[config.mk]
export PLATFORM = sky130hd
export DESIGN_NAME = pid_regs
export DESIGN_NICKNAME = d
export VERILOG_FILES = /design/src/hdl/pid_pkg.sv /design/src/hdl/pid_regs.sv
export SDC_FILE = /design/constraint.sdc
export NUM_CORES = 1
export LEC_CHECK = 0
export ABC_AREA = 1
export BUFFER_PORTS_ARGS = -buffer_cell sky130_fd_sc_hd__clkbuf_2
export CORE_AREA = 2 2 120 122
export CTS_BUF_LIST = sky130_fd_sc_hd__clkbuf_16
export DETAILED_ROUTE_END_ITERATION = 8
export DIE_AREA = 0 0 122 124
export SLEW_MARGIN = 40
export SYNTH_ARGS = -nofsm -noshare
export SYNTH_HDL_FRONTEND = slang
export SYNTH_SLANG_ARGS = --single-unit
[constraint.sdc]
create_clock -name clk -period 2.3 [get_ports clk]
set_clock_uncertainty 0.15 [all_clocks]
set_input_delay 0.345 -clock clk [delete_from_list [all_inputs] [get_ports clk]]
set_output_delay 0.345 -clock clk [all_outputs]
set_load 0.01 [all_outputs]
[src/hdl/pid_pkg.sv]
package pid_pkg;

	// number formats
	localparam int FRAC_BITS  = 16;
	localparam int MAX_ITER   = 4096;
	localparam int VAL_W      = 32;
	localparam int OP_W       = VAL_W + 1;
	localparam int REG_W      = 24;
	localparam int GOP_W      = REG_W + 1;
	localparam int PROD_W     = OP_W + GOP_W;
	localparam int SHR_W      = PROD_W - FRAC_BITS;
	localparam int SUM_W      = VAL_W + 2;
	localparam int STATUS_W   = 2;
	localparam int PASS_OUT_W = 13;
	localparam int PASS_W     = $clog2(MAX_ITER + 1);
	localparam int CNT_W      = (PASS_W > PASS_OUT_W) ? PASS_W : PASS_OUT_W;
	localparam int IDX_W      = 3;

	// limits and fixed values
	localparam logic [OP_W-1:0]       HALF     = OP_W'(1) << (FRAC_BITS - 1);
	localparam logic [VAL_W-1:0]      NEG_ONE  = VAL_W'(~(VAL_W'(1) << FRAC_BITS) + VAL_W'(1));
	localparam logic [CNT_W-1:0]      ITER_LIM = CNT_W'(MAX_ITER);
	localparam logic [CNT_W-1:0]      PASS_SAT = CNT_W'((1 << PASS_OUT_W) - 1);

	// register indexes
	localparam logic [IDX_W-1:0] REG_GAIN_P    = 3'd0;
	localparam logic [IDX_W-1:0] REG_GAIN_I    = 3'd1;
	localparam logic [IDX_W-1:0] REG_GAIN_D    = 3'd2;
	localparam logic [IDX_W-1:0] REG_STEP      = 3'd3;
	localparam logic [IDX_W-1:0] REG_STEP_RCP  = 3'd4;

	// register reset values
	localparam logic [REG_W-1:0] RST_GAIN_P   = 24'd32768;
	localparam logic [REG_W-1:0] RST_GAIN_I   = 24'd1311;
	localparam logic [REG_W-1:0] RST_GAIN_D   = 24'd655;
	localparam logic [REG_W-1:0] RST_STEP     = 24'd6554;
	localparam logic [REG_W-1:0] RST_STEP_RCP = 24'd655360;

	// status codes
	localparam logic [STATUS_W-1:0] ST_CONVERGED = 2'd0;
	localparam logic [STATUS_W-1:0] ST_REJECTED  = 2'd1;
	localparam logic [STATUS_W-1:0] ST_LIMIT     = 2'd2;

	typedef struct packed {
		logic [REG_W-1:0] gain_p;
		logic [REG_W-1:0] gain_i;
		logic [REG_W-1:0] gain_d;
		logic [REG_W-1:0] time_step;
		logic [REG_W-1:0] time_step_recip;
	} gains_t;

	// clamp a wide signed value into the signed value range
	function automatic logic [VAL_W-1:0] sat_val(input logic [SHR_W-1:0] v);
		logic [VAL_W-1:0] r;
		if (v[SHR_W-1:VAL_W-1] == '0 || v[SHR_W-1:VAL_W-1] == '1) begin
			r = v[VAL_W-1:0];
		end else if (v[SHR_W-1]) begin
			r = {1'b1, {(VAL_W-1){1'b0}}};
		end else begin
			r = {1'b0, {(VAL_W-1){1'b1}}};
		end
		return r;
	endfunction

endpackage

[src/hdl/pid_regs.sv]
module pid_regs (
	input  logic                       clk,
	input  logic                       arst_n,
	input  logic                       cfg_write,
	input  logic [pid_pkg::IDX_W-1:0]  cfg_index,
	input  logic [pid_pkg::REG_W-1:0]  cfg_data,
	output pid_pkg::gains_t            gains
);
	import pid_pkg::*;

	gains_t gains_q;

	// configuration write, unknown indexes ignored
	always_ff @(posedge clk or negedge arst_n) begin
		if (!arst_n) begin
			gains_q.gain_p          <= RST_GAIN_P;
			gains_q.gain_i          <= RST_GAIN_I;
			gains_q.gain_d          <= RST_GAIN_D;
			gains_q.time_step       <= RST_STEP;
			gains_q.time_step_recip <= RST_STEP_RCP;
		end else if (cfg_write) begin
			case (cfg_index)
				REG_GAIN_P:   gains_q.gain_p          <= cfg_data;
				REG_GAIN_I:   gains_q.gain_i          <= cfg_data;
				REG_GAIN_D:   gains_q.gain_d          <= cfg_data;
				REG_STEP:     gains_q.time_step       <= cfg_data;
				REG_STEP_RCP: gains_q.time_step_recip <= cfg_data;
				default: ;
			endcase
		end
	end

	assign gains = gains_q;

endmodule

==> summary.md, run 1 <==
| Metric | Value |
|---|---|
| Max FFs per register | `120` |
| Die H | `124 um` |
| Post-route ant nets | `0` |
| Cell area after synthesis | `around 4800 um^2` |
| Pwr per Cell Area | `1020 nW/um^2` |
| Multi-input combinational cell area | `1560 um^2` |
| Critical path buffers and inverters | `1` |
| Dpl hpwl | `9910 um` |
| CP top delay family | `flip-flops` |
| Tmin final | `1.58 ns` |
| Most used DFF post-synth | `dfrtp_1` |
| Max-cap violation count | `0` |
| Worst-path clk slew | `about 0.050 ns` |
| Final setup fails | `0` |
| Avg Cell Area, Syn | `9.01 um^2` |
| I/O Buffers | `roughly 150` |
| I/O pin cnt | `150` |
| Yosys warnings | `0` |
| First-pass GRT wire length | `22000 um` |
| FP Rows | `43` |
| EDFF count, synth | `0` |
| Hold Crit Depth | `3` |
| R2R depth | `2` |
| # clock sinks | `120` |
| Worst Setup Start Kind | `register` |
| H-tree Lvls | `4` |
| Routed len/inst | `16.2 um` |
| Synth Net Count | `560` |
| Root Buffer | `clkbuf_16` |
| Post-synthesis sequential area ratio | `0.635` |
| Final WL | `14100 um` |
| Top-count cell post-synth | `nand2_1` |
| Syn Inst Count | `530` |
| Fmax | `between 600 and 700 MHz` |
| DRC viols | `0` |
| Max Slew Vio Count | `0` |
| Post-synth cell types | `13` |
| Period Utilization, post-route | `0.686` |
| Slowest stage delay, CP | `0.55 ns` |
| Post-synth ARST share | `1.00` |
| Worst Path Arrival | `about 1.1 ns` |
| Run status | `complete, no violations` |
| GRT Util Overall | `0.191` |
| Core Box Area | `approximately 14000 um^2` |
| Die X | `122 um` |
| Peak VDD IR | `0.000476 V` |
| Fin Setup TNS | `0 ns` |
| Leak pwr | `3.47 nW` |
| Critical-path cell list | `clkbuf_2` |
| GPL Wtd Cong | `0.806` |
| Post-cts sizing count | `0` |
| Worst Path Max Fanout | `2` |
| Worst-Margin Slew | `0.530 ns` |
| Rel. slew slack | `0.646` |
| Layout filler cell count | `1385` |
| Share of the synthesized area in the top cell type | `0.508` |
| Ranking of synthesized cells by area | `dfrtp_1, nand2_1, dfstp_2` |
| Drt initial violations | `301` |
| Worst-Skew Late Latency | `0.40 ns` |
| Number of synthesized register bits | `120` |
| Area leader, netlist | `dfrtp_1` |
| Antenna violations before repair | `0` |
| RSZ-0062 raised after global routing | `false` |
| Critical Setup Path Class | `register to output pin` |
| Remaining Overflow, GRT | `0` |
| Vias | `around 4200` |
| Die area | `15100 um^2` |
| Drt first pass iters | `4` |
| Clock buffer depth | `2` |
| Hold Vio Cnt, Final | `0` |
| Starting density of the core | `0.348` |
| Sequential cell area | `3030 um^2` |
| Number of global-route vias before repair | `about 4000` |
| Hold Path Class | `input pin to register` |
| Top post-synthesis cells by count | `nand2_1, dfrtp_1, nand3_1, dfstp_2, buf_2` |
| Post CTS Setup Buffer Count | `0` |
| Total Power | `about 6.4 mW` |
| Slowest cell on crit path | `dfstp_2` |
| Cell count along the critical path | `1` |
| # diodes | `0` |
| CTS buffer count | `17` |
| CP required | `approximately 1.8 ns` |
| Layout area overhead | `30.6%` |
| Via/cell ratio | `4.79` |
| Final Net Count | `711` |
| Share of layout cells above drive strength 1 | `0.326` |
| CTS tree | `done` |
| Worst Setup End Kind | `output pin` |
| Largest net degree at the start of global routing | `58` |
-- routing by layer --
metal,up-vias,GRT usage,wire length (um)
met5,-,0,0
met4,0,0.0575,163
met3,12,0.0517,1050
met2,173,0.291,6540
met1,2025,0.268,6380
li1,1980,-,-
-- placed cells by master (no fill, tap or decap), drive strengths merged --
cell	netlist	routed
buf	29	14
clkbuf	2	165
clkinv	0	5
clkinvlp	0	7
dfrtp	97	97
dfstp	23	23
dlygate4sd3	0	1
inv	6	9
nand2	272	272
nand3	96	96
nor2	5	5
-- repair_timing --
item | in CTS | in global routing
hold buffers | 1 | 0
hold endpoints to repair | 22 | 0
endpoints found under the setup margin | 0 | 0
-- per-stage QoR --
stage | util | area, um^2 | instances | hold slack (ns) | worst slack (ns)
after CTS | 0.455 | 6240 | 874 | 0.0422 | 0.705
final | 0.455 | 6240 | 874 | 0.0553 | 0.723
after global routing | 0.455 | 6240 | 874 | 0.0585 | 0.688
after floorplan | - | 4780 | 530 | -0.101 | 1.06
after global placement | 0.415 | 5700 | 841 | 0.182 | 0.532
after detailed placement | 0.415 | 5700 | 841 | 0.186 | 0.475
-- path summary, 6_finish.rpt --
path                        startpoint         to  slack [ns]
min reg2reg                  gains[19]  gains[19]        0.31
max in group asynchronous       arst_n  gains[32]        0.89
max reg2reg                  gains[73]  gains[73]        1.42
min                        cfg_data[3]  gains[27]        0.06
max                          gains[36]  gains[36]        0.72
min in group asynchronous       arst_n  gains[77]        0.32
-- area by class of cell --
class                   count  share of cell area
clock buffers              17              0.0682
clock inverters            15              0.0168
inverters                   6             0.00361
multi-input cells         373               0.250
flip-flops and latches    120               0.486
well taps                 180              0.0361
repair buffers            163               0.139
-- cell families (layout without fill, tap and decap cells) --
family        count (synthesis)  in the layout  synth area share
flops                       120            120             0.635
simple gates                373            373             0.326
buf+inv                      37            201            0.0396
-- power by group --
part / total (mW) / leakage (nW) / switching, mW / internal (mW)
registers: 2.82 / 1.46 / 0.253 / 2.57
logic: 1.18 / 1.77 / 0.727 / 0.455
clock network: 2.37 / 0.239 / 0.995 / 1.37
No activity file was read; power rests on OpenSTA's default activity.
==> run 2: changes to the inputs <==
- clock period: 2.3 -> 1.56 ns (I/O delays scaled with it)
==> run 2 against run 1 <==
Effect of this change: power up 59%; via count up 3.5%; hold slack better by 0.078 ns; sequential share of layout area down 3.0 points; non-clock buffer count up 29; first-iteration DRC count up 19%; die area unchanged; wire length up 4.4%; largest cell class unchanged; largest power group unchanged.
==> summary.md, run 2 (same netlist as run 1, synthesis figures left out) <==
| Metric | Value |
|---|---|
| Run status | `complete, no violations` |
| Routed len/inst | `16.3 um` |
| Fmax | `676 MHz` |
| Rel. slew slack | `0.635` |
| Final instance area | `6650 um^2` |
| Worst Path Max Fanout | `2` |
| Die area | `15100 um^2` |
| RSZ-0062 raised after global routing | `false` |
| Post-cts sizing count | `0` |
| Max Slew Vio Count | `0` |
| Layout area overhead | `39.2%` |
| Switching power | `about 3 mW` |
| Worst Path Arrival | `roughly 1.1 ns` |
| Dpl hpwl | `10300 um` |
| Die X | `122 um` |
| CTS buffer count | `17` |
| Clock buffer depth | `2` |
| Root Buffer | `clkbuf_16` |
| Post-route ant nets | `0` |
| Die H | `between 100 and 150 um` |
| DRC viols | `0` |
| # diodes | `0` |
| Largest net degree at the start of global routing | `43` |
| Critical Setup Path Class | `register to output pin` |
| Pwr per Cell Area | `1530 nW/um^2` |
| Final setup fails | `0` |
| Antenna violations before repair | `0` |
| # clock sinks | `120` |
| Via/cell ratio | `4.80` |
| Most frequent cells in the layout | `nand2_1, clkbuf_2, dfrtp_1` |
| Max FFs per register | `120` |
| Remaining Overflow, GRT | `0` |
| Peak VDD IR | `between 0.0006 and 0.0007 V` |
| Leak pwr | `3.67 nW` |
| Critical path buffers and inverters | `1` |
| Hold Path Class | `input pin to async pin` |
| Clk pwr share | `0.410` |
| I/O Buffers | `149` |
| I/O pin cnt | `150` |
| Share of layout cells above drive strength 1 | `0.320` |
| Max-cap violation count | `0` |
| FP Rows | `43` |
| Worst Setup End Kind | `output pin` |
| Slowest cell on crit path | `dfstp_2` |
| Drt initial violations | `358` |
| Hold Vio Cnt, Final | `0` |
| Number of global-route vias before repair | `4228` |
| Post CTS Setup Buffer Count | `0` |
| Drt first pass iters | `6` |
| Vias | `4338` |
| Tmin final | `about 1.5 ns` |
| Final Net Count | `740` |
| Period Utilization, post-route | `0.949` |
| Worst-path clk slew | `0.06 ns` |
| GPL Wtd Cong | `0.787` |
| Sequential Power Share | `0.410` |
| Pint | `7.19 mW` |
| CTS tree | `done` |
| Placed inst area | `5770 um^2` |
| Core Box Area | `between 10000 and 15000 um^2` |
| Starting density of the core | `0.348` |
| Final WL | `14700 um` |
| First-pass GRT wire length | `between 20000 and 25000 um` |
| Critical-path cell list | `clkbuf_2` |
| CP top delay family | `flip-flops` |
| Switch share | `0.292` |
| Slowest stage delay, CP | `0.55 ns` |
| Worst Setup Start Kind | `register` |
| Worst-Skew Late Latency | `slightly above 0.4 ns` |
| Comb power frac | `0.180` |
| GRT Util Overall | `0.200` |
| Worst-Margin Slew | `0.546 ns` |
| Fin Setup TNS | `0 ns` |
| CP required | `1.18 ns` |
| H-tree Lvls | `4` |
| Most common cell after layout, fill and taps aside | `nand2_1` |
| Fin util | `0.485` |
==> run 2: cell count changes in the layout (fill, tap and decap cells not counted), sizes merged <==
cell	change
buf	+5
dlygate4sd3	+24
inv	+1
bufinv	+4
clkinvlp	-4
clkinv	-1
==> run 2: power by group through the flow <==
| stage | Sequential (mW) | Combinational (mW) | Clock, mW |
|---|---|---|---|
| 2_1_floorplan | 4.41 | 0.561 | 0 |
| 3_3_place_gp | 4.19 | 1.76 | 0 |
| 3_5_place_dp | 4.20 | 1.81 | 0 |
| 4_1_cts | 4.16 | 1.86 | 4.20 |
| 5_1_grt | 4.22 | 2.04 | 4.37 |
| 6_report | 4.16 | 1.83 | 4.16 |
==> run 2: cell type report <==
cell class	instances	area (um^2)
fillers	1295	7070
flip-flops and latches	120	3030
multi-input cells	373	1560
repair buffers	192	1180
clock buffers	17	425
well taps	180	225
clock inverters	15	199
inverters	6	22.5
==> run 2: final timing paths <==
kind / start / to / slack [ns] / cells past startpoint
min in group clk: cfg_write / gains[32] / 0.17 / 6
max in group asynchronous: arst_n / gains[48] / 0.51 / 3
max reg2reg: gains[82] / gains[82] / 0.67 / 2
min reg2reg: gains[17] / gains[17] / 0.31 / 2
max: gains[82] / gains[82] / 0.08 / 1
min: arst_n / gains[79] / 0.13 / 2
==> run 2: metal layers <==
metal | track usage | vias to the layer above | wire length [um]
met5 | 0 | - | 0
met4 | 0.0575 | 0 | 137
met3 | 0.0595 | 13 | 1160
met2 | 0.326 | 195 | 7090
met1 | 0.260 | 2089 | 6350
li1 | - | 2041 | -
==> run 2: repair_timing <==
action	CTS	global route
hold buffers	25	0
endpoints found under the setup margin	0	0
hold endpoints to repair	186	0
==> run 2: through the flow <==
step | std cells | hold slack [ns] | worst slack (ns) | total power [mW]
6_report | 903 | 0.133 | 0.0801 | 10.1
5_1_grt | 903 | 0.147 | 0.0495 | 10.6
4_1_cts | 903 | 0.130 | 0.0705 | 10.2
3_5_place_dp | 846 | 0.0305 | 0.0762 | 6.00
3_3_place_gp | 846 | 0.0221 | 0.111 | 5.94
2_1_floorplan | 530 | -0.212 | 0.431 | 4.97
