==> config.mk <==
export PLATFORM = sky130hd
export DESIGN_NAME = pid_seq
export DESIGN_NICKNAME = d
export VERILOG_FILES = /design/src/hdl/pid_pkg.sv /design/src/hdl/pid_seq.sv
export SDC_FILE = /design/constraint.sdc
export NUM_CORES = 1
export LEC_CHECK = 0
export ABC_AREA = 0
export BUFFER_PORTS_ARGS = -buffer_cell sky130_fd_sc_hd__buf_2
export CORE_MARGIN = 2
export CORE_UTILIZATION = 44
export CTS_CLUSTER_DIAMETER = 100
export CTS_CLUSTER_SIZE = 40
export DETAILED_ROUTE_END_ITERATION = 10
export GPL_TIMING_DRIVEN = 0
export HOLD_SLACK_MARGIN = 0.05
export PLACE_DENSITY = 0.75
export REMOVE_ABC_BUFFERS = 1
export SLEW_MARGIN = 25
export SYNTH_ARGS = -nofsm -noshare
export SYNTH_HDL_FRONTEND = slang
export SYNTH_SLANG_ARGS = --single-unit
==> constraint.sdc <==
create_clock -name clk -period 7.89 [get_ports clk]
set_input_delay 0.789 -clock clk [delete_from_list [all_inputs] [get_ports clk]]
set_output_delay 0.789 -clock clk [all_outputs]
set_load 0.02 [all_outputs]
==> src/hdl/pid_pkg.sv <==
package pid_pkg;

	// number formats
	localparam int FRAC_BITS  = 16;
	localparam int MAX_ITER   = 4096;
	localparam int VAL_W      = 32;
	localparam int OP_W       = VAL_W + 1;
	localparam int REG_W      = 24;
	localparam int GOP_W      = REG_W + 1;
	localparam int PROD_W     = OP_W + GOP_W;
	localparam int SHR_W      = PROD_W - FRAC_BITS;
	localparam int SUM_W      = VAL_W + 2;
	localparam int STATUS_W   = 2;
	localparam int PASS_OUT_W = 13;
	localparam int PASS_W     = $clog2(MAX_ITER + 1);
	localparam int CNT_W      = (PASS_W > PASS_OUT_W) ? PASS_W : PASS_OUT_W;
	localparam int IDX_W      = 3;

	// limits and fixed values
	localparam logic [OP_W-1:0]       HALF     = OP_W'(1) << (FRAC_BITS - 1);
	localparam logic [VAL_W-1:0]      NEG_ONE  = VAL_W'(~(VAL_W'(1) << FRAC_BITS) + VAL_W'(1));
	localparam logic [CNT_W-1:0]      ITER_LIM = CNT_W'(MAX_ITER);
	localparam logic [CNT_W-1:0]      PASS_SAT = CNT_W'((1 << PASS_OUT_W) - 1);

	// register indexes
	localparam logic [IDX_W-1:0] REG_GAIN_P    = 3'd0;
	localparam logic [IDX_W-1:0] REG_GAIN_I    = 3'd1;
	localparam logic [IDX_W-1:0] REG_GAIN_D    = 3'd2;
	localparam logic [IDX_W-1:0] REG_STEP      = 3'd3;
	localparam logic [IDX_W-1:0] REG_STEP_RCP  = 3'd4;

	// register reset values
	localparam logic [REG_W-1:0] RST_GAIN_P   = 24'd32768;
	localparam logic [REG_W-1:0] RST_GAIN_I   = 24'd1311;
	localparam logic [REG_W-1:0] RST_GAIN_D   = 24'd655;
	localparam logic [REG_W-1:0] RST_STEP     = 24'd6554;
	localparam logic [REG_W-1:0] RST_STEP_RCP = 24'd655360;

	// status codes
	localparam logic [STATUS_W-1:0] ST_CONVERGED = 2'd0;
	localparam logic [STATUS_W-1:0] ST_REJECTED  = 2'd1;
	localparam logic [STATUS_W-1:0] ST_LIMIT     = 2'd2;

	typedef struct packed {
		logic [REG_W-1:0] gain_p;
		logic [REG_W-1:0] gain_i;
		logic [REG_W-1:0] gain_d;
		logic [REG_W-1:0] time_step;
		logic [REG_W-1:0] time_step_recip;
	} gains_t;

	// clamp a wide signed value into the signed value range
	function automatic logic [VAL_W-1:0] sat_val(input logic [SHR_W-1:0] v);
		logic [VAL_W-1:0] r;
		if (v[SHR_W-1:VAL_W-1] == '0 || v[SHR_W-1:VAL_W-1] == '1) begin
			r = v[VAL_W-1:0];
		end else if (v[SHR_W-1]) begin
			r = {1'b1, {(VAL_W-1){1'b0}}};
		end else begin
			r = {1'b0, {(VAL_W-1){1'b1}}};
		end
		return r;
	endfunction

endpackage

==> src/hdl/pid_seq.sv <==
module pid_seq (
	input  logic                                clk,
	input  logic                                arst_n,
	input  logic                                start,
	input  logic signed [pid_pkg::VAL_W-1:0]    measured_value,
	input  logic signed [pid_pkg::VAL_W-1:0]    setpoint,
	input  pid_pkg::gains_t                     gains,
	output logic signed [pid_pkg::OP_W-1:0]     mul_a,
	output logic        [pid_pkg::REG_W-1:0]    mul_g,
	input  logic        [pid_pkg::VAL_W-1:0]    mul_res,
	output logic                                busy,
	output logic                                done,
	output logic signed [pid_pkg::VAL_W-1:0]    final_value,
	output logic        [pid_pkg::STATUS_W-1:0] status,
	output logic        [pid_pkg::PASS_OUT_W-1:0] passes_used
);
	import pid_pkg::*;

	localparam logic [3:0] S_IDLE  = 4'd0;
	localparam logic [3:0] S_CHECK = 4'd1;
	localparam logic [3:0] S_MP    = 4'd2;
	localparam logic [3:0] S_MDT   = 4'd3;
	localparam logic [3:0] S_ACC   = 4'd4;
	localparam logic [3:0] S_MI    = 4'd5;
	localparam logic [3:0] S_MD    = 4'd6;
	localparam logic [3:0] S_SUM   = 4'd7;
	localparam logic [3:0] S_ERR   = 4'd8;

	logic [3:0]              state_q;
	logic                    done_q;
	logic [CNT_W-1:0]        pass_q;
	logic signed [VAL_W-1:0] val_q;
	logic signed [VAL_W-1:0] target_q;
	logic signed [VAL_W-1:0] err_q;
	logic signed [VAL_W-1:0] prev_q;
	logic signed [VAL_W-1:0] acc_q;
	logic signed [VAL_W-1:0] pterm_q;
	logic signed [VAL_W-1:0] iterm_q;
	logic signed [VAL_W-1:0] deriv_q;
	logic signed [VAL_W-1:0] final_q;
	logic [STATUS_W-1:0]     status_q;
	logic [PASS_OUT_W-1:0]   passes_q;

	logic                    accept;
	logic                    reject;
	logic signed [OP_W-1:0]  err_ext;
	logic [OP_W-1:0]         err_abs;
	logic                    far;
	logic signed [SUM_W-1:0] start_diff;
	logic signed [SUM_W-1:0] err_diff;
	logic signed [SUM_W-1:0] acc_sum;
	logic signed [SUM_W-1:0] out_sum;
	logic signed [OP_W-1:0]  err_step;

	assign accept = start && (state_q == S_IDLE);
	assign reject = (measured_value <= 0) || (setpoint <= 0);

	// error magnitude against the half-unit band
	assign err_ext = OP_W'(err_q);
	assign err_abs = err_ext[OP_W-1] ? OP_W'(-err_ext) : OP_W'(err_ext);
	assign far     = err_abs > HALF;

	// widened adders, saturated by sat_val where a sum is registered
	assign start_diff = SUM_W'(setpoint) - SUM_W'(measured_value);
	assign err_diff   = SUM_W'(target_q) - SUM_W'(val_q);
	assign acc_sum    = SUM_W'(acc_q) + SUM_W'(signed'(mul_res));
	assign out_sum    = SUM_W'(pterm_q) + SUM_W'(iterm_q) + SUM_W'(signed'(mul_res));
	assign err_step   = OP_W'(err_q) - OP_W'(prev_q);

	// operand select for the shared multiplier
	always_comb begin
		mul_a = '0;
		mul_g = '0;
		case (state_q)
			S_MP: begin
				mul_a = OP_W'(err_q);
				mul_g = gains.gain_p;
			end
			S_MDT: begin
				mul_a = OP_W'(err_q);
				mul_g = gains.time_step;
			end
			S_ACC: begin
				mul_a = err_step;
				mul_g = gains.time_step_recip;
			end
			S_MI: begin
				mul_a = OP_W'(acc_q);
				mul_g = gains.gain_i;
			end
			S_MD: begin
				mul_a = OP_W'(deriv_q);
				mul_g = gains.gain_d;
			end
			default: begin
				mul_a = '0;
				mul_g = '0;
			end
		endcase
	end

	// sequencer control
	always_ff @(posedge clk or negedge arst_n) begin
		if (!arst_n) begin
			state_q <= S_IDLE;
			done_q  <= 1'b0;
		end else begin
			done_q <= 1'b0;
			case (state_q)
				S_IDLE: begin
					if (accept) begin
						if (reject) begin
							done_q <= 1'b1;
						end else begin
							state_q <= S_CHECK;
						end
					end
				end
				S_CHECK: begin
					if (far && pass_q < ITER_LIM) begin
						state_q <= S_MP;
					end else begin
						state_q <= S_IDLE;
						done_q  <= 1'b1;
					end
				end
				S_MP:    state_q <= S_MDT;
				S_MDT:   state_q <= S_ACC;
				S_ACC:   state_q <= S_MI;
				S_MI:    state_q <= S_MD;
				S_MD:    state_q <= S_SUM;
				S_SUM:   state_q <= S_ERR;
				S_ERR:   state_q <= S_CHECK;
				default: state_q <= S_IDLE;
			endcase
		end
	end

	// working registers, restarted for every item
	always_ff @(posedge clk) begin
		case (state_q)
			S_IDLE: begin
				if (accept) begin
					val_q    <= measured_value;
					target_q <= setpoint;
					err_q    <= sat_val(SHR_W'(start_diff));
					acc_q    <= '0;
					prev_q   <= '0;
					pass_q   <= '0;
					if (reject) begin
						final_q  <= NEG_ONE;
						status_q <= ST_REJECTED;
						passes_q <= '0;
					end
				end
			end
			S_CHECK: begin
				if (!(far && pass_q < ITER_LIM)) begin
					final_q  <= val_q;
					status_q <= far ? ST_LIMIT : ST_CONVERGED;
					passes_q <= (pass_q > PASS_SAT) ? PASS_SAT[PASS_OUT_W-1:0]
						: pass_q[PASS_OUT_W-1:0];
				end
			end
			S_MDT: pterm_q <= mul_res;
			S_ACC: acc_q   <= sat_val(SHR_W'(acc_sum));
			S_MI:  deriv_q <= mul_res;
			S_MD:  iterm_q <= mul_res;
			S_SUM: val_q   <= sat_val(SHR_W'(out_sum));
			S_ERR: begin
				prev_q <= err_q;
				err_q  <= sat_val(SHR_W'(err_diff));
				pass_q <= pass_q + CNT_W'(1);
			end
			default: ;
		endcase
	end

	assign busy        = (state_q != S_IDLE);
	assign done        = done_q;
	assign final_value = final_q;
	assign status      = status_q;
	assign passes_used = passes_q;

endmodule

==> impl_metrics.tcl, run 1 <==
set metrics [dict create \
    die_w_um 231 \
    wl_met3_um 3550 \
    crit_arrival_ns 4.55 \
    syn-cell-area_um2 22700 \
    worst_pin_slew_ns 0.974 \
    gp_congestion 0.965 \
    dp_hpwl_um 51300 \
    coreArea_um2 51100 \
    wl_met2_um 30300 \
    core.rowCount 83 \
    end_kind "output pin" \
    first_iter_violations 1539 \
    synthArstFlopShare_pct 1.56 \
    path_class "flop to output pin" \
    rsz0062_at_grt "no" \
    reg2reg_depth 15 \
    finalNetCount 2903 \
    grt-ovfl-total 0 \
    hold_path_depth 1 \
    cts_tree "yes" \
    m1WireLength_um 28100 \
    grt_pass1_vias 17900 \
    layoutNonFillerInstCount 3178 \
    initial_core_util_pct 44.4 \
    hp-class "input pin to flop" \
    finalCriticalPeriod_ns 5.34 \
    seqCellArea_um2 9620 \
    cts.sink_count 321 \
    drc 0 \
    ant_nets 0 \
    clk_latency_ns 0.54 \
    viasPerCell 5.79 \
    ctsHoldBuffers 1 \
    place_ws_ns 2.43 \
    cp-start-kind "flop" \
    final_cell_mix "buf_2 (328), edfxtp_1 (316), nand2_1 (173), ha_1 (161), a21oi_1 (141)" \
    avgSynthCellArea_um2 10.4 \
    cts_htree_levels 1 \
    ys_types 92 \
    fin_setup_tns_ns 0 \
    die_area_um2 53400 \
    drt_pass1_iterations 6 \
    clkTransAtPathRegs_ns 0.14 \
    ir_drop_v 0.000160 \
    p_per_area_nw_per_um2 353 \
    routedWlPerCell_um 20.3 \
    synth_edf_count 316 \
    grt_pass1_wl_um 98700 \
    hp-start "setpoint[21]" \
    pin_count 325 \
    setup_ws_ns 2.55 \
    netlist_instances 2184 \
    skew_ns 0.0211 \
    hold_violations 0 \
    final_common_cell "buf_2" \
    grt_usage_pct 23.5 \
    r2r-end "val_q[0]" \
    clockBufferDepth 3 \
    seq_area_frac_synth_pct 42.4 \
    crit_required_ns 7.10 \
    wl_um 64400 \
    fillers 4500 \
    placedCellCount 3146 \
    grt_max_degree 50 \
    cts_setup_buffers 0 \
    antenna_found_initial 4 \
    synthFlopType "edfxtp_1" \
    r2r-start "pterm_q[1]" \
    cap_violations 0 \
    drive_gt1_share_pct 21.3 \
    cts_buffers 15 \
    maxUsedRoutingLayer "met4" \
    holdPathEnd "target_q[21]" \
    setup-violations-final 0 \
    critPathMaxFanout 4 \
    root_buffer "clkbuf_16" \
    port_buffers 324 \
    cts.repair.resized 0 \
    relSlewSlack_pct 34.5 \
    slew_violations 0 \
    area_growth_pct 14.8 \
    via_count 18400 \
    period_share_pct 67.7 \
    p_leak_nw 10.6 \
    ff2ff_setup_slack_ns 3.08 \
    status "finished clean" \
    finalInstanceArea_um2 26000 \
    die_h_um 231 \
    synth-warning-count 0 \
    max_clock_freq_mhz 187 \
    multiInputGateArea_um2 12300 \
    place_area_um2 25400 \
    ys_ff_latch 321 \
]
[stage by stage]
stage | utilization, % | power (mW) | hold slack [ns]
after CTS | 50.8 | 9.17 | 0.444
final | 50.9 | 9.20 | 0.464
after global routing | 50.9 | 9.80 | 0.446
after detailed placement | 49.7 | 8.11 | 0.506
after global placement | 48.5 | 7.85 | 0.504
after floorplan | - | 6.47 | 0.488
[layer usage]
layer  track usage [%]  vias to the layer above
met5                 0                        -
met4              8.89                        0
met3              2.09                      107
met2              39.5                      717
met1              31.5                     8827
li1                  -                     8761
[cell families (layout without fill, tap and decap cells)]
group	Yosys count	count (layout)	share of synthesized area, %
adder cells (fa/ha/maj)	199	199	12.2
multiplexers	26	26	1.15
other	0	4	0
AO/OA/AOI/OAI	694	694	22.0
flip-flops	321	321	42.4
buffers and inverters	215	525	3.91
AND/OR/NAND/NOR	581	581	12.7
XOR/XNOR	148	148	5.72
[flip-flops by register name, summed over array words and instances, names as in the netlist]
register / cells
iterm_q: 32
passes_used: 13
state_q: 4
pass_q: 13
val_q: 32
final_value: 32
err_q: 32
prev_q: 32
pterm_q: 32
done: 1
deriv_q: 32
status: 2
target_q: 32
acc_q: 32
[layout make-up]
| type | count | area share [%] |
|---|---|---|
| diodes | 4 | 0.0385 |
| clock buffers | 16 | 1.46 |
| clock inverters | 9 | 0.659 |
| inverters | 143 | 2.06 |
| multi-input cells | 1648 | 47.2 |
| flip-flops and latches | 321 | 36.9 |
| well taps | 680 | 3.27 |
| repair buffers | 357 | 8.39 |
[synth_stat cells (7+ instances only)]
master / number / area (um2)
a21oi_1: 141 / 706
or3_1: 12 / 75.1
xnor2_1: 81 / 709
inv_1: 140 / 526
fa_1: 37 / 741
mux2i_1: 26 / 260
and3_1: 13 / 81.3
a221oi_1: 7 / 61.3
a31oi_1: 11 / 68.8
a21o_1: 82 / 616
a21oi_2: 61 / 534
a22oi_1: 12 / 90.1
nand2b_1: 29 / 181
a222oi_1: 29 / 290
and2_1: 55 / 344
edfxtp_1: 316 / 9490
nor2_1: 119 / 447
nand2_2: 19 / 119
o31ai_1: 14 / 105
xor2_1: 67 / 587
nor4_1: 23 / 144
o21bai_1: 15 / 113
nand4_1: 13 / 81.3
o21ai_1: 47 / 235
nand2_1: 178 / 668
a221o_1: 27 / 270
o21a_1: 22 / 165
nor3_1: 27 / 135
a22oi_2: 20 / 250
o21ai_0: 108 / 541
ha_1: 161 / 2010
clkbuf_1: 46 / 173
o211ai_1: 13 / 97.6
nor2b_1: 21 / 131
buf_1: 7 / 26.3
nand3_1: 40 / 200
a211oi_1: 16 / 120
[report_power, final]
group | total [mW] | switching [mW] | internal [mW]
clock | 1.03 | 0.627 | 0.399
sequential | 2.78 | 0.276 | 2.50
combinational | 5.39 | 3.36 | 2.04
[critical path: stages, from the launching register on]
cell and delay, ns:
edfxtp_1 0.48, inv_1 0.12, ha_1 0.19, inv_1 0.07, fa_1 0.40, a21o_1 0.17
a21oi_1 0.26, o21ai_1 0.13, o211a_1 0.21, a211oi_1 0.28, nor2_1 0.15, a221oi_1 0.45
o21ai_1 0.12, a31oi_1 0.33, xor2_1 0.15, o21ai_1 0.28, buf_2 0.23
[worst max path at each step]
stage,from,end,slack [ns],cells after the start
floorplan,state_q[0],final_value[0],1.38,4
global placement,state_q[0],err_q[2],-3.47,4
detailed placement,mul_res[1],val_q[0],2.43,15
CTS,err_q[0],mul_a[24],2.53,16
global route,err_q[0],mul_a[24],2.20,16
finish,err_q[0],mul_a[24],2.55,16
Power figures use the tool's default switching activity.
==> run 2, diff against run 1 <==
Clock period 7.89 ns to 5.2 ns, I/O delays scaled along.
==> impl_metrics.tcl, run 2 (same netlist as run 1, synthesis figures left out) <==
set metrics [dict create \
    status "finished clean" \
    reg2reg_depth 15 \
    clockBufferDepth 3 \
    p_sw_share_pct 46.3 \
    hp-start "setpoint[21]" \
    relSlewSlack_pct 30.6 \
    ant_nets 0 \
    m1WireLength_um 27900 \
    cap_violations 0 \
    cts.sink_count 321 \
    final_cell_mix "buf_2 (328), edfxtp_1 (316), nand2_1 (173), ha_1 (161), a21oi_1 (141)" \
    gp_congestion 0.965 \
    ff2ff_setup_slack_ns 0.38 \
    layoutNonFillerInstCount 3178 \
    end_kind "output pin" \
    grt_usage_pct 23.5 \
    crit_chain "inv_1 -> ha_1 -> inv_1 -> fa_1 -> a21o_1 -> a21oi_1 -> o21ai_1 -> o211a_1 -> a211oi_1 -> nor2_1 -> a221oi_2 -> o21ai_1 -> a31oi_2 -> xor2_1 -> o21ai_1 -> buf_2" \
    cts_htree_levels 1 \
    drt_pass1_iterations 6 \
    p_clk_share_pct 11.2 \
    power_frac_comb_pct 58.7 \
    port_buffers 324 \
    core.rowCount 83 \
    skew_ns 0.0250 \
    max_stage_delay_ns 0.48 \
    area_growth_pct 14.8 \
    drive_gt1_share_pct 21.4 \
    routedWlPerCell_um 20.3 \
    power.switching_mw 6.47 \
    clk_latency_ns 0.54 \
    finalCriticalPeriod_ns 4.90 \
    die_w_um 231 \
    cts_setup_buffers 0 \
    grt_max_degree 50 \
    via_count 18400 \
    viasPerCell 5.78 \
    antenna_found_initial 4 \
    cts_tree "yes" \
    period_share_pct 94.3 \
    hold_path_depth 1 \
    fin_setup_tns_ns 0 \
    finalPower_mw 14.0 \
    finalNetCount 2903 \
    hold_ws_ns 0.196 \
    critPathMaxFanout 4 \
    crit_buf_inv 3 \
    dp_hpwl_um 51300 \
    maxUsedRoutingLayer "met4" \
    crit_family "compound AO/OA/AOI/OAI gates" \
    final_common_cell "buf_2" \
    hold_violations 0 \
    initial_core_util_pct 44.4 \
    slew_violations 0 \
    max_clock_freq_mhz 204 \
    crit_required_ns 4.68 \
    cts_buffers 15 \
    grt-ovfl-total 0 \
    first_iter_violations 1610 \
    wl_met2_um 30500 \
    root_buffer "clkbuf_16" \
    crit_arrival_ns 4.38 \
    crit_slowest_cell "edfxtp_1" \
    worst_pin_slew_ns 1.03 \
    r2r-start "pterm_q[1]" \
    pin_count 325 \
    cp-start-kind "flop" \
    ir_drop_v 0.000243 \
    rsz0062_at_grt "no" \
    grt_pass1_wl_um 98700 \
    wl_um 64500 \
    wl_met3_um 3660 \
    grt_pass1_vias 17900 \
    path_class "flop to output pin" \
    holdPathEnd "target_q[21]" \
    cp_common_cell "o21ai_1" \
    r2r-end "val_q[0]" \
    finalInstanceArea_um2 26000 \
    p_per_area_nw_per_um2 536 \
    coreArea_um2 51100 \
    place_area_um2 25400 \
    setup-violations-final 0 \
    placedCellCount 3146 \
    intPower_mw 7.49 \
    p_seq_share_pct 30.2 \
    drc 0 \
    clkTransAtPathRegs_ns 0.14 \
    die_area_um2 53400 \
    hp-class "input pin to flop" \
    die_h_um 231 \
    p_leak_nw 10.6 \
]
## run 2: cell counts in the layout (fill, tap and decap cells not counted)
Identical to the previous run, type by type.
## run 2: routing by layer
| layer | vias to the layer above | global-route usage (%) |
|---|---|---|
| met1 | 8796 | 31.5 |
| met3 | 113 | 2.09 |
| met4 | 0 | 8.89 |
| li1 | 8766 | - |
| met2 | 709 | 39.5 |
| met5 | - | 0 |
## run 2: area by class of cell
type	instances	area (um2)
fill	4498	25100
multi-input combinational	1648	12300
sequential	321	9620
timing repair buffer	357	2180
tap	680	851
inverter	143	537
clock buffer	16	379
clock inverter	9	171
antenna	4	10.0
## run 2: per-stage QoR
step | setup slack, ns | util, %
3_5_place_dp | 0.00904 | 49.7
2_1_floorplan | -1.31 | -
5_1_grt | 0.0363 | 51.0
3_3_place_gp | -6.16 | 48.5
4_1_cts | 0.105 | 50.8
6_report | 0.297 | 51.0
## run 2: worst max-delay path by stage
stage          depth (start not counted)              to  slack (ns)        from
4_1_cts                               16       mul_a[24]        0.10    err_q[0]
2_1_floorplan                          4  final_value[0]       -1.31  state_q[0]
6_report                              16       mul_a[24]        0.30    err_q[0]
3_3_place_gp                           4        err_q[2]       -6.16  state_q[0]
5_1_grt                               16       mul_a[24]        0.04    err_q[0]
3_5_place_dp                          15        val_q[0]       0.009  mul_res[1]
## run 2: power by group through the flow
stage | sequential (mW) | combinational (mW) | clock, mW
global placement | 4.35 | 7.57 | 0
floorplan | 4.30 | 5.51 | 0
global route | 4.28 | 8.93 | 1.66
detailed placement | 4.26 | 8.05 | 0
finish | 4.21 | 8.19 | 1.56
CTS | 4.21 | 8.11 | 1.59
## run 2: timing repair
item / CTS / global route
hold buffers: 1 / 0
endpoints found under the hold margin: 5 / 0
setup endpoints to repair: 0 / 2
gates resized for setup: 0 / 2
